`config.mk`:
```
export PLATFORM = sky130hd
export DESIGN_NAME = sorted_list_table_unit
export DESIGN_NICKNAME = d
export VERILOG_FILES = /design/src/rtl/slt_pkg.sv /design/src/rtl/sorted_list_table_unit.sv /design/src/rtl/slt_front.sv /design/src/rtl/slt_back.sv
export SDC_FILE = /design/constraint.sdc
export NUM_CORES = 2
export LEC_CHECK = 0
export ABC_AREA = 1
export BUFFER_PORTS_ARGS = -buffer_cell sky130_fd_sc_hd__buf_2
export CAP_MARGIN = 20
export CORE_ASPECT_RATIO = 0.5
export CORE_UTILIZATION = 40
export CTS_CLUSTER_SIZE = 8
export DETAILED_ROUTE_END_ITERATION = 12
export PLACE_DENSITY_LB_ADDON = 0.1
export SLEW_MARGIN = 25
export SYNTH_ARGS = -nofsm -noshare
export SYNTH_HDL_FRONTEND = slang
export SYNTH_SLANG_ARGS = --single-unit
```
`constraint.sdc`:
```
create_clock -name clk -period 6.5 [get_ports clk]
set_input_delay 0.325 -clock clk [delete_from_list [all_inputs] [get_ports clk]]
set_output_delay 0.325 -clock clk [all_outputs]
set_load 0.02 [all_outputs]
```
`src/rtl/slt_pkg.sv`:
```
// shared types and constants for the sorted list table
// no dependencies
package slt_pkg;

    localparam int CAPACITY = 16;
    localparam int DATA_W   = 32;
    localparam int CMD_W    = 2;
    localparam int STATUS_W = 2;
    localparam int POS_W    = 4;
    localparam int COUNT_W  = 5;
    localparam int CNT_W    = $clog2(CAPACITY + 1);
    localparam int IDX_W    = (CAPACITY > 1) ? $clog2(CAPACITY) : 1;

    typedef enum logic [CMD_W-1:0] {
        CMD_INSERT = 2'd0,
        CMD_DELETE = 2'd1,
        CMD_SEARCH = 2'd2,
        CMD_DUMP   = 2'd3
    } cmd_t;

    typedef enum logic [STATUS_W-1:0] {
        STAT_OK        = 2'd0,
        STAT_NOT_FOUND = 2'd1,
        STAT_FULL      = 2'd2,
        STAT_EMPTY     = 2'd3
    } status_t;

    typedef struct packed {
        logic                     is_insert;
        logic                     is_delete;
        logic                     is_search;
        logic                     is_dump;
        logic signed [DATA_W-1:0] value;
    } slt_item_t;

endpackage

```
`src/rtl/sorted_list_table_unit.sv`:
```
// sorted list table top level: front queue feeding the cell-row back end
// path: a command beat is queued in the front end, executed from the queue head in the
// cell row and its result registered; a dump of a non-empty table first enters the dump
// state, then sends one result beat per entry and holds the back end until the last one;
// insert, delete and search leave the back end free for the next queued command
// reset: entry count cleared and command queue emptied; entry values undefined
module sorted_list_table_unit (
    input  logic                               clk,
    input  logic                               rst_n,
    input  logic                               cmd_valid,
    output logic                               cmd_stall,
    input  logic [slt_pkg::CMD_W-1:0]          cmd,
    input  logic signed [slt_pkg::DATA_W-1:0]  value,
    output logic                               rsp_valid,
    input  logic                               rsp_stall,
    output logic [slt_pkg::STATUS_W-1:0]       status,
    output logic signed [slt_pkg::DATA_W-1:0]  value_out,
    output logic [slt_pkg::POS_W-1:0]          position,
    output logic [slt_pkg::COUNT_W-1:0]        count,
    output logic                               last
);
    import slt_pkg::*;

    slt_item_t q_item;
    logic      q_valid;
    logic      q_pop;

    slt_front u_front (
        .clk       (clk),
        .rst_n     (rst_n),
        .cmd_valid (cmd_valid),
        .cmd_stall (cmd_stall),
        .cmd       (cmd),
        .value     (value),
        .q_item    (q_item),
        .q_valid   (q_valid),
        .q_pop     (q_pop)
    );

    slt_back u_back (
        .clk       (clk),
        .rst_n     (rst_n),
        .q_item    (q_item),
        .q_valid   (q_valid),
        .q_pop     (q_pop),
        .rsp_valid (rsp_valid),
        .rsp_stall (rsp_stall),
        .status    (status),
        .value_out (value_out),
        .position  (position),
        .count     (count),
        .last      (last)
    );

endmodule

```
`src/rtl/slt_front.sv`:
```
// command front end: accepts beats, decodes the command, queues them
// depends on slt_pkg
module slt_front (
    input  logic                             clk,
    input  logic                             rst_n,
    input  logic                             cmd_valid,
    output logic                             cmd_stall,
    input  logic [slt_pkg::CMD_W-1:0]        cmd,
    input  logic signed [slt_pkg::DATA_W-1:0] value,
    output slt_pkg::slt_item_t               q_item,
    output logic                             q_valid,
    input  logic                             q_pop
);
    import slt_pkg::*;

    slt_item_t  fifo_reg [2];
    logic       wr_ptr_reg;
    logic       wr_ptr_next;
    logic       rd_ptr_reg;
    logic       rd_ptr_next;
    logic [1:0] fill_reg;
    logic [1:0] fill_next;
    logic       push;
    slt_item_t  item_in;
    cmd_t       cmd_code;

    assign cmd_stall = (fill_reg == 2'd2);
    assign push      = cmd_valid && !cmd_stall;
    assign q_valid   = (fill_reg != 2'd0);
    assign q_item    = fifo_reg[rd_ptr_reg];
    assign cmd_code  = cmd_t'(cmd);

    always_comb
    begin
        item_in           = '0;
        item_in.value     = value;
        case (cmd_code)
            CMD_INSERT: item_in.is_insert = 1'b1;
            CMD_DELETE: item_in.is_delete = 1'b1;
            CMD_SEARCH: item_in.is_search = 1'b1;
            CMD_DUMP:   item_in.is_dump   = 1'b1;
            default:    item_in.is_dump   = 1'b1;
        endcase
    end

    always_comb
    begin
        wr_ptr_next = wr_ptr_reg ^ push;
        rd_ptr_next = rd_ptr_reg ^ q_pop;
        fill_next   = fill_reg + {1'b0, push} - {1'b0, q_pop};
    end

    always_ff @(posedge clk)
    begin
        if (push)
        begin
            fifo_reg[wr_ptr_reg] <= item_in;
        end
    end

    always_ff @(posedge clk or negedge rst_n)
    begin
        if (!rst_n)
        begin
            wr_ptr_reg <= 1'b0;
            rd_ptr_reg <= 1'b0;
            fill_reg   <= 2'd0;
        end
        else
        begin
            wr_ptr_reg <= wr_ptr_next;
            rd_ptr_reg <= rd_ptr_next;
            fill_reg   <= fill_next;
        end
    end

endmodule

```
`src/rtl/slt_back.sv`:
```
// execution back end: compare-and-shift cell row, dump sequencer, result register
// depends on slt_pkg
module slt_back (
    input  logic                               clk,
    input  logic                               rst_n,
    input  slt_pkg::slt_item_t                 q_item,
    input  logic                               q_valid,
    output logic                               q_pop,
    output logic                               rsp_valid,
    input  logic                               rsp_stall,
    output logic [slt_pkg::STATUS_W-1:0]       status,
    output logic signed [slt_pkg::DATA_W-1:0]  value_out,
    output logic [slt_pkg::POS_W-1:0]          position,
    output logic [slt_pkg::COUNT_W-1:0]        count,
    output logic                               last
);
    import slt_pkg::*;

    typedef enum logic [1:0] {
        S_RUN  = 2'b01,
        S_DUMP = 2'b10
    } state_t;

    state_t                    state_reg;
    state_t                    state_next;
    logic [CNT_W-1:0]          count_reg;
    logic [CNT_W-1:0]          count_next;
    logic [IDX_W-1:0]          idx_reg;
    logic [IDX_W-1:0]          idx_next;
    logic signed [DATA_W-1:0]  entry_reg  [CAPACITY];
    logic signed [DATA_W-1:0]  entry_next [CAPACITY];

    logic                      rsp_valid_reg;
    logic                      rsp_valid_next;
    status_t                   status_reg;
    status_t                   status_next;
    logic signed [DATA_W-1:0]  value_out_reg;
    logic signed [DATA_W-1:0]  value_out_next;
    logic [POS_W-1:0]          position_reg;
    logic [POS_W-1:0]          position_next;
    logic [COUNT_W-1:0]        count_out_reg;
    logic [COUNT_W-1:0]        count_out_next;
    logic                      last_reg;
    logic                      last_next;

    logic [CAPACITY-1:0]       cell_vld;
    logic [CAPACITY-1:0]       cell_gt;
    logic [CAPACITY-1:0]       cell_ge;
    logic [CAPACITY-1:0]       cell_eq;
    logic [CAPACITY-1:0]       cell_at_cnt;
    logic [CAPACITY-1:0]       prev_gt;
    logic signed [DATA_W-1:0]  prev_val [CAPACITY];
    logic signed [DATA_W-1:0]  next_val [CAPACITY];

    logic                      out_free;
    logic                      exec;
    logic                      found;
    logic                      is_full;
    logic                      is_empty;
    logic                      do_insert;
    logic                      do_delete;
    logic                      dump_last;

    assign out_free = !rsp_valid_reg || !rsp_stall;
    assign exec     = (state_reg == S_RUN) && q_valid && out_free;
    assign q_pop    = exec;
    assign found    = |cell_eq;
    assign is_full  = (count_reg >= CNT_W'(CAPACITY));
    assign is_empty = (count_reg == '0);

    assign do_insert = exec && q_item.is_insert && !is_full;
    assign do_delete = exec && q_item.is_delete && found;
    assign dump_last = ((CNT_W'(idx_reg) + CNT_W'(1)) == count_reg);

    // one compare-and-shift cell per entry
    for (genvar i = 0; i < CAPACITY; i++)
    begin : g_cell
        assign cell_vld[i]    = (CNT_W'(i) < count_reg);
        assign cell_gt[i]     = cell_vld[i] && (entry_reg[i] > q_item.value);
        assign cell_ge[i]     = cell_vld[i] && (entry_reg[i] >= q_item.value);
        assign cell_eq[i]     = cell_vld[i] && (entry_reg[i] == q_item.value);
        assign cell_at_cnt[i] = (CNT_W'(i) == count_reg);

        if (i == 0)
        begin : g_first
            assign prev_gt[i]  = 1'b0;
            assign prev_val[i] = entry_reg[i];
        end
        else
        begin : g_mid
            assign prev_gt[i]  = cell_gt[i-1];
            assign prev_val[i] = entry_reg[i-1];
        end

        if (i == CAPACITY - 1)
        begin : g_tail
            assign next_val[i] = entry_reg[i];
        end
        else
        begin : g_body
            assign next_val[i] = entry_reg[i+1];
        end

        always_comb
        begin
            entry_next[i] = entry_reg[i];
            if (do_insert)
            begin
                if ((cell_gt[i] || cell_at_cnt[i]) && !prev_gt[i])
                begin
                    entry_next[i] = q_item.value;
                end
                else if (prev_gt[i])
                begin
                    entry_next[i] = prev_val[i];
                end
            end
            else if (do_delete && cell_ge[i])
            begin
                entry_next[i] = next_val[i];
            end
        end
    end

    always_comb
    begin
        state_next     = state_reg;
        count_next     = count_reg;
        idx_next       = idx_reg;
        rsp_valid_next = rsp_valid_reg && rsp_stall;
        status_next    = status_reg;
        value_out_next = value_out_reg;
        position_next  = position_reg;
        count_out_next = count_out_reg;
        last_next      = last_reg;

        case (state_reg)
            S_RUN:
            begin
                if (exec)
                begin
                    value_out_next = q_item.value;
                    position_next  = '0;
                    last_next      = 1'b1;
                    if (q_item.is_insert)
                    begin
                        rsp_valid_next = 1'b1;
                        if (is_full)
                        begin
                            status_next = STAT_FULL;
                        end
                        else
                        begin
                            status_next = STAT_OK;
                            count_next  = count_reg + CNT_W'(1);
                        end
                    end
                    else if (q_item.is_delete)
                    begin
                        rsp_valid_next = 1'b1;
                        if (is_empty)
                        begin
                            status_next = STAT_EMPTY;
                        end
                        else if (found)
                        begin
                            status_next = STAT_OK;
                            count_next  = count_reg - CNT_W'(1);
                        end
                        else
                        begin
                            status_next = STAT_NOT_FOUND;
                        end
                    end
                    else if (q_item.is_search)
                    begin
                        rsp_valid_next = 1'b1;
                        status_next    = found ? STAT_OK : STAT_NOT_FOUND;
                    end
                    else if (is_empty)
                    begin
                        rsp_valid_next = 1'b1;
                        status_next    = STAT_EMPTY;
                        value_out_next = '0;
                    end
                    else
                    begin
                        state_next = S_DUMP;
                        idx_next   = '0;
                    end
                    count_out_next = COUNT_W'(count_next);
                end
            end
            S_DUMP:
            begin
                if (out_free)
                begin
                    rsp_valid_next = 1'b1;
                    status_next    = STAT_OK;
                    value_out_next = entry_reg[idx_reg];
                    position_next  = POS_W'(idx_reg);
                    count_out_next = COUNT_W'(count_reg);
                    last_next      = dump_last;
                    if (dump_last)
                    begin
                        state_next = S_RUN;
                    end
                    else
                    begin
                        idx_next = idx_reg + IDX_W'(1);
                    end
                end
            end
            default:
            begin
                state_next = S_RUN;
            end
        endcase
    end

    always_ff @(posedge clk)
    begin
        for (int k = 0; k < CAPACITY; k++)
        begin
            entry_reg[k] <= entry_next[k];
        end
        status_reg    <= status_next;
        value_out_reg <= value_out_next;
        position_reg  <= position_next;
        count_out_reg <= count_out_next;
        last_reg      <= last_next;
    end

    always_ff @(posedge clk or negedge rst_n)
    begin
        if (!rst_n)
        begin
            state_reg     <= S_RUN;
            count_reg     <= '0;
            idx_reg       <= '0;
            rsp_valid_reg <= 1'b0;
        end
        else
        begin
            state_reg     <= state_next;
            count_reg     <= count_next;
            idx_reg       <= idx_next;
            rsp_valid_reg <= rsp_valid_next;
        end
    end

    assign rsp_valid = rsp_valid_reg;
    assign status    = status_reg;
    assign value_out = value_out_reg;
    assign position  = position_reg;
    assign count     = count_out_reg;
    assign last      = last_reg;

endmodule

```
; ---- Yosys cells after proc, flatten, opt, wreduce, memory -nomap -nowiden
; Memory sizes are Yosys's and may differ from the RTL's.
; Index checks and enable logic that the tools add are counted.
[op_classes]
n_addsub = 6
order_cmp = 48
eq_ne = 47
mux = 122
bitwise = 2
reduce_logical = 131
[ops]
columns = op, n
row1 = 32-bit two-way mux, 68
row2 = 32-bit == test, 16
row3 = 32-bit > comparator, 16
row4 = 32-bit >= comparator, 15
row5 = 1-bit logical AND, 85
row6 = 32-bit case mux with 2 select lines, 1
row7 = "4-bit by 5-bit == test with 1-bit output, first input constant", 8
row8 = "4-bit by 5-bit less-than comparator with 1-bit output, first input constant", 8
row9 = 4-bit two-way mux, 9
row10 = 5-bit two-way mux, 7
row11 = 2-bit two-way mux, 15
row12 = "3-bit by 5-bit == test with 1-bit output, first input constant", 4
row13 = "3-bit by 5-bit less-than comparator with 1-bit output, first input constant", 4
row14 = 1-bit zero test, 19
row15 = 1-bit logical OR, 17
row16 = 4-bit case mux with 2 select lines, 2
row17 = 16-bit OR reduction, 1
row18 = 1-bit two-way mux, 15
row19 = "2-bit by 5-bit == test with 1-bit output, first input constant", 2
row20 = "1-bit by 5-bit less-than comparator with 1-bit output, first input constant", 2
row21 = "2-bit by 5-bit less-than comparator with 1-bit output, first input constant", 2
row22 = "2-bit inequality test, second input constant", 5
row23 = 5-bit case mux with 2 select lines, 1
row24 = "2-bit == test, second input constant", 4
row25 = 23 further kinds, 30
[totals]
register_bits = 60
ram_bits = 584
inputBits = 38
out_inout_bits = 46
wordCells = 370
n_memories = 2
[memory_table]
columns = name, depth, word_bits, rd, rd_ports_with_merged_regs, wr, line_no
row1 = u_back.entry_reg, 16, 32, 17, 0, 16, slt_back.sv:30  ; logic signed [DATA_W-1:0] entry_reg [CAPACITY];
row2 = u_front.fifo_reg, 2, 36, 1, 0, 1, slt_front.sv:16  ; slt_item_t fifo_reg [2];

; ---- Longest topological paths before layout
; An unclocked memory read counts as a cell.
[logic_depth]
ltp_word = 10
depth_mapped = 23
depth_no_buf = 21

; ---- Hierarchy
; A second synthesis with hierarchy kept.
[hier_totals]
cells_unflattened = 6916
hier_area_um2 = 51425.6
[modules_own_cells]
columns = module, instances, cells_each, area_per_inst_um2
row1 = slt_back, 1, 6696, 48360.1
row2 = slt_front, 1, 220, 3065.4

; ---- Worst setup path before layout
; Ideal clock, no wire load.
[synth_path]
path_type = register to register
startpoint = reg u_front.rd_ptr_reg (netlist name)
endpoint = mem u_back.entry_reg[10][0] (enable)
t_arrival_ns = 5.165
slack_ns = 0.869
stages_incl_launch_ff = 19
path_buffers = 4
period_less_slack_ns = 5.631
cell_sequence = dfrtp_1 > buf_4 > inv_2 > clkbuf_1 > or2_2 > o21ai_1 > buf_2 > ha_1 > nand2_1 > nor2_1 > nand2_1 > nor2_1 > nand3_1 > nand2_1 > nor3_1 > a31oi_1 > buf_4 > nand3_1 > o21ai_0
[synth_lines]
columns = element, line_no
row1 = "end, declared", slt_back.sv:30

==> metrics.md <==
| Metric | Value |
|---|---|
| Core Area | 126,000 um^2 |
| Final setup viols | 0 |
| Post-route minimum period | 5940 ps |
| HP Start | rsp_stall |
| Port bufs | 83 |
| H-tree level count | 3 |
| Top delay family on crit path | simple AND/OR/NAND/NOR gates |
| CTS buffer count | 90 |
| First-pass GRT wire length | 281 mm |
| Largest net degree at the start of global routing | 236 |
| Final Cell Area | 55,900 um^2 |
| Crit path launch | u_front.rd_ptr_reg |
| Clock Sinks | 642 |
| Post-route ant nets | 0 |
| Fmax | 168 MHz |
| Final wirelength | 188 mm |
| Clk pin slew, worst setup/hold paths | 60 ps |
| DRC violations left | 0 |
| Post-CTS Setup Bufs | 0 |
| Total Power | 24.7 mW |
| Ys flop type | edfxtp_1 |
| GRT Residual Overflow | 0 |
| Max clock buf depth | 3 |
| CP Cell Sequence | buf_12, o21ai_4, buf_4, ha_1, nand2_1, nor2_1, nand3_1, nor2_1, nand3_1, nand3_1, nor3_1, a31oi_1, buf_4, nand3_1, o21ai_4, buf_4 |
| Final Slew Violations | 0 |
| Clk Latency, worst-skew pair | 720 ps |
| Slowest stage delay, CP | 630 ps |
| Die Footprint | 129,000 um^2 |
| Hold Path Class | input port to register |
| Slew HR | 0.202 |
| Cell area after placement | 53,000 um^2 |
| CP Max Fanout | 36 |
| Outcome | finished, final reports clean |
| Power Dens Cells | 442 nW/um^2 |
| Post-Place Cells | 8,306 |
| Ratio of cells with drive above 1 in the final layout | 0.0669 |
| Die width | 508 um |
| Pleak | 25.7 nW |
| Tcrit/Tclk final | 0.914 |
| Non-Filler Instances | 8,462 |
| Unrepaired setup endpoints after global routing | no |
| Sequential area share after synthesis | 0.375 |
| Cells after synthesis | 6,841 |
| Vias in the first global route | 43,600 |
| Register bit count reported by yosys | 642 |
| Crit path DAT | 6310 ps |
| CP max-delay cell | a31oi_1 |
| Initial antenna violation count | 4 |
| FP Rows | 92 |
| Cell variety after synth | 51 |
| Worst-Margin Slew | 1200 ps |
| Gpl congestion | 1.02 |
| Hold WS | 36.5 ps |
| Drt pass-1 iters | 6 |
| Area Overhead vs Synth | 9.15% |
| Starting DRT DRC Count | 6,124 |
| Post-DP HPWL | 139 mm |
| Vias/cell | 5.68 |
| Post-cts repair resize count | 0 |
| Mean post-synth cell area | 7.48 um^2 |
| Final Hold Vio Count | 0 |
| Critical path class | register to register |
| Setup TNS | 0 ps |
| Routed wire per std cell | 22.2 um |
| Total GRT Usage | 0.284 |
| Maxcap violations | 0 |
| Startpoint Class | register |
| Commonest non-fill, non-tap cell in the layout | nand2_1 |
| CTS tree | yes |
| Starting Density | 0.405 |
| Largest vdd supply drop | 0.000371 V |
| Worst Path Required | 6870 ps |
| Most frequent cells in the layout | nand2_1, nand3_1, edfxtp_1 |
| CP endpoint kind | register |
| Max reg flops | 512 |
| Asr flop ratio synth | 0.0249 |
| Worst r2r src | u_front.rd_ptr_reg |
| Cell Area, Synth | 51,200 um^2 |
| Final net count | 7,306 |
| Root Buffer | clkbuf_16 |
| Fillcell total | 12,900 |
| Cts hold-fix bufs | 36 |
| Yosys warning count | 0 |
| Most used cell, CP | nand3_1 |
| Skew final | 28.1 ps |
| I/O Pins | 84 |
| Worst Path Buf+Inv | 4 |
| Die height | 255 um |
| DR vias | 48,000 |
| Synth Net Count | 7,404 |
| EDFF count, synth | 626 |
## per-layer routing
layer	up-vias	track usage	wire, um
met4	2	0.0481	2650
met3	163	0.0876	21900
met1	22600	0.444	92300
met2	2211	0.376	70900
met5	-	0.00512	80
li1	23100	-	-
## worst register-to-register path, stage by stage (launching register included)
cell	delay [ps]
dfrtp_4	490
buf_12	220
o21ai_4	560
buf_4	400
ha_1	210
nand2_1	60
nor2_1	170
nand3_1	120
nor2_1	350
nand3_1	560
nand3_1	280
nor3_1	110
a31oi_1	630
buf_4	310
nand3_1	320
o21ai_4	420
buf_4	380
## kinds of logic (layout without fill, tap and decap cells)
group                    count (synthesis)  count (layout)  synth area share
adder cells (fa/ha/maj)                525             525             0.128
flip-flops                             642             642             0.375
AND/OR/NAND/NOR                       3546            3546             0.299
buffers and inverters                 1021             948            0.0836
XOR/XNOR                                 6               6           0.00103
AO/OA/AOI/OAI                         1101            1101             0.113
other                                    0               2                 0
## through the flow
| stage | utilization | setup WS (ps) |
|---|---|---|
| final | 0.442 | 558 |
| after global routing | 0.442 | 338 |
| after CTS | 0.442 | 761 |
| after detailed placement | 0.419 | 789 |
| after global placement | 0.419 | 901 |
| after floorplan | - | 869 |
## synth_stat cells, drive strengths merged, types with 2 or more instances
library cell,count,share of area
nand2,2119,0.16
nand3,1076,0.11
edfxtp,626,0.37
inv,626,0.046
a21oi,549,0.054
ha,525,0.13
o21ai,449,0.044
buf,291,0.030
nor2,244,0.020
clkbuf,103,0.0076
nand4,61,0.0075
or2,34,0.0042
a31oi,33,0.0040
o21a,21,0.0031
dfrtp,15,0.0073
o211ai,12,0.0018
a21boi,8,0.0014
a22oi,7,0.0010
nor3,7,0.00068
o2111ai,6,0.0010
a211oi,4,0.00059
o21bai,4,0.00059
nand3b,3,0.00044
o31ai,3,0.00044
xnor2,3,0.00051
xor2,3,0.00051
a21o,2,0.00029
nor4,2,0.00037
## layout make-up
class	count	area, um^2	area share
Multi-Input combinational cell	5178	28200	0.504
Sequential cell	642	19200	0.344
Inverter	627	2370	0.0425
Clock buffer	109	2320	0.0416
Tap cell	1692	2120	0.0379
Timing Repair Buffer	204	1510	0.0270
Clock inverter	8	148	0.00264
Antenna cell	2	5.00	0.0000896
## report_power, final
part	leakage [nW]	switching, mW	internal [mW]
clock	1.20	1.99	2.53
combinational	18.6	10.2	3.90
sequential	5.88	0.436	5.62
## final timing paths
check,slack [ps],endpoint,cells after the start
max in group asynchronous,5920,u_front.rd_ptr_reg,2
min in group asynchronous,160,u_back.count_reg[1],2
worst min register to register,530,u_back.state_reg[1],1
worst max-delay path,560,u_back.entry_reg[12][1],16
worst max register to register,560,u_back.entry_reg[12][1],16
worst min-delay path,40,u_back.rsp_valid,5
Power figures use the tool's default switching activity.
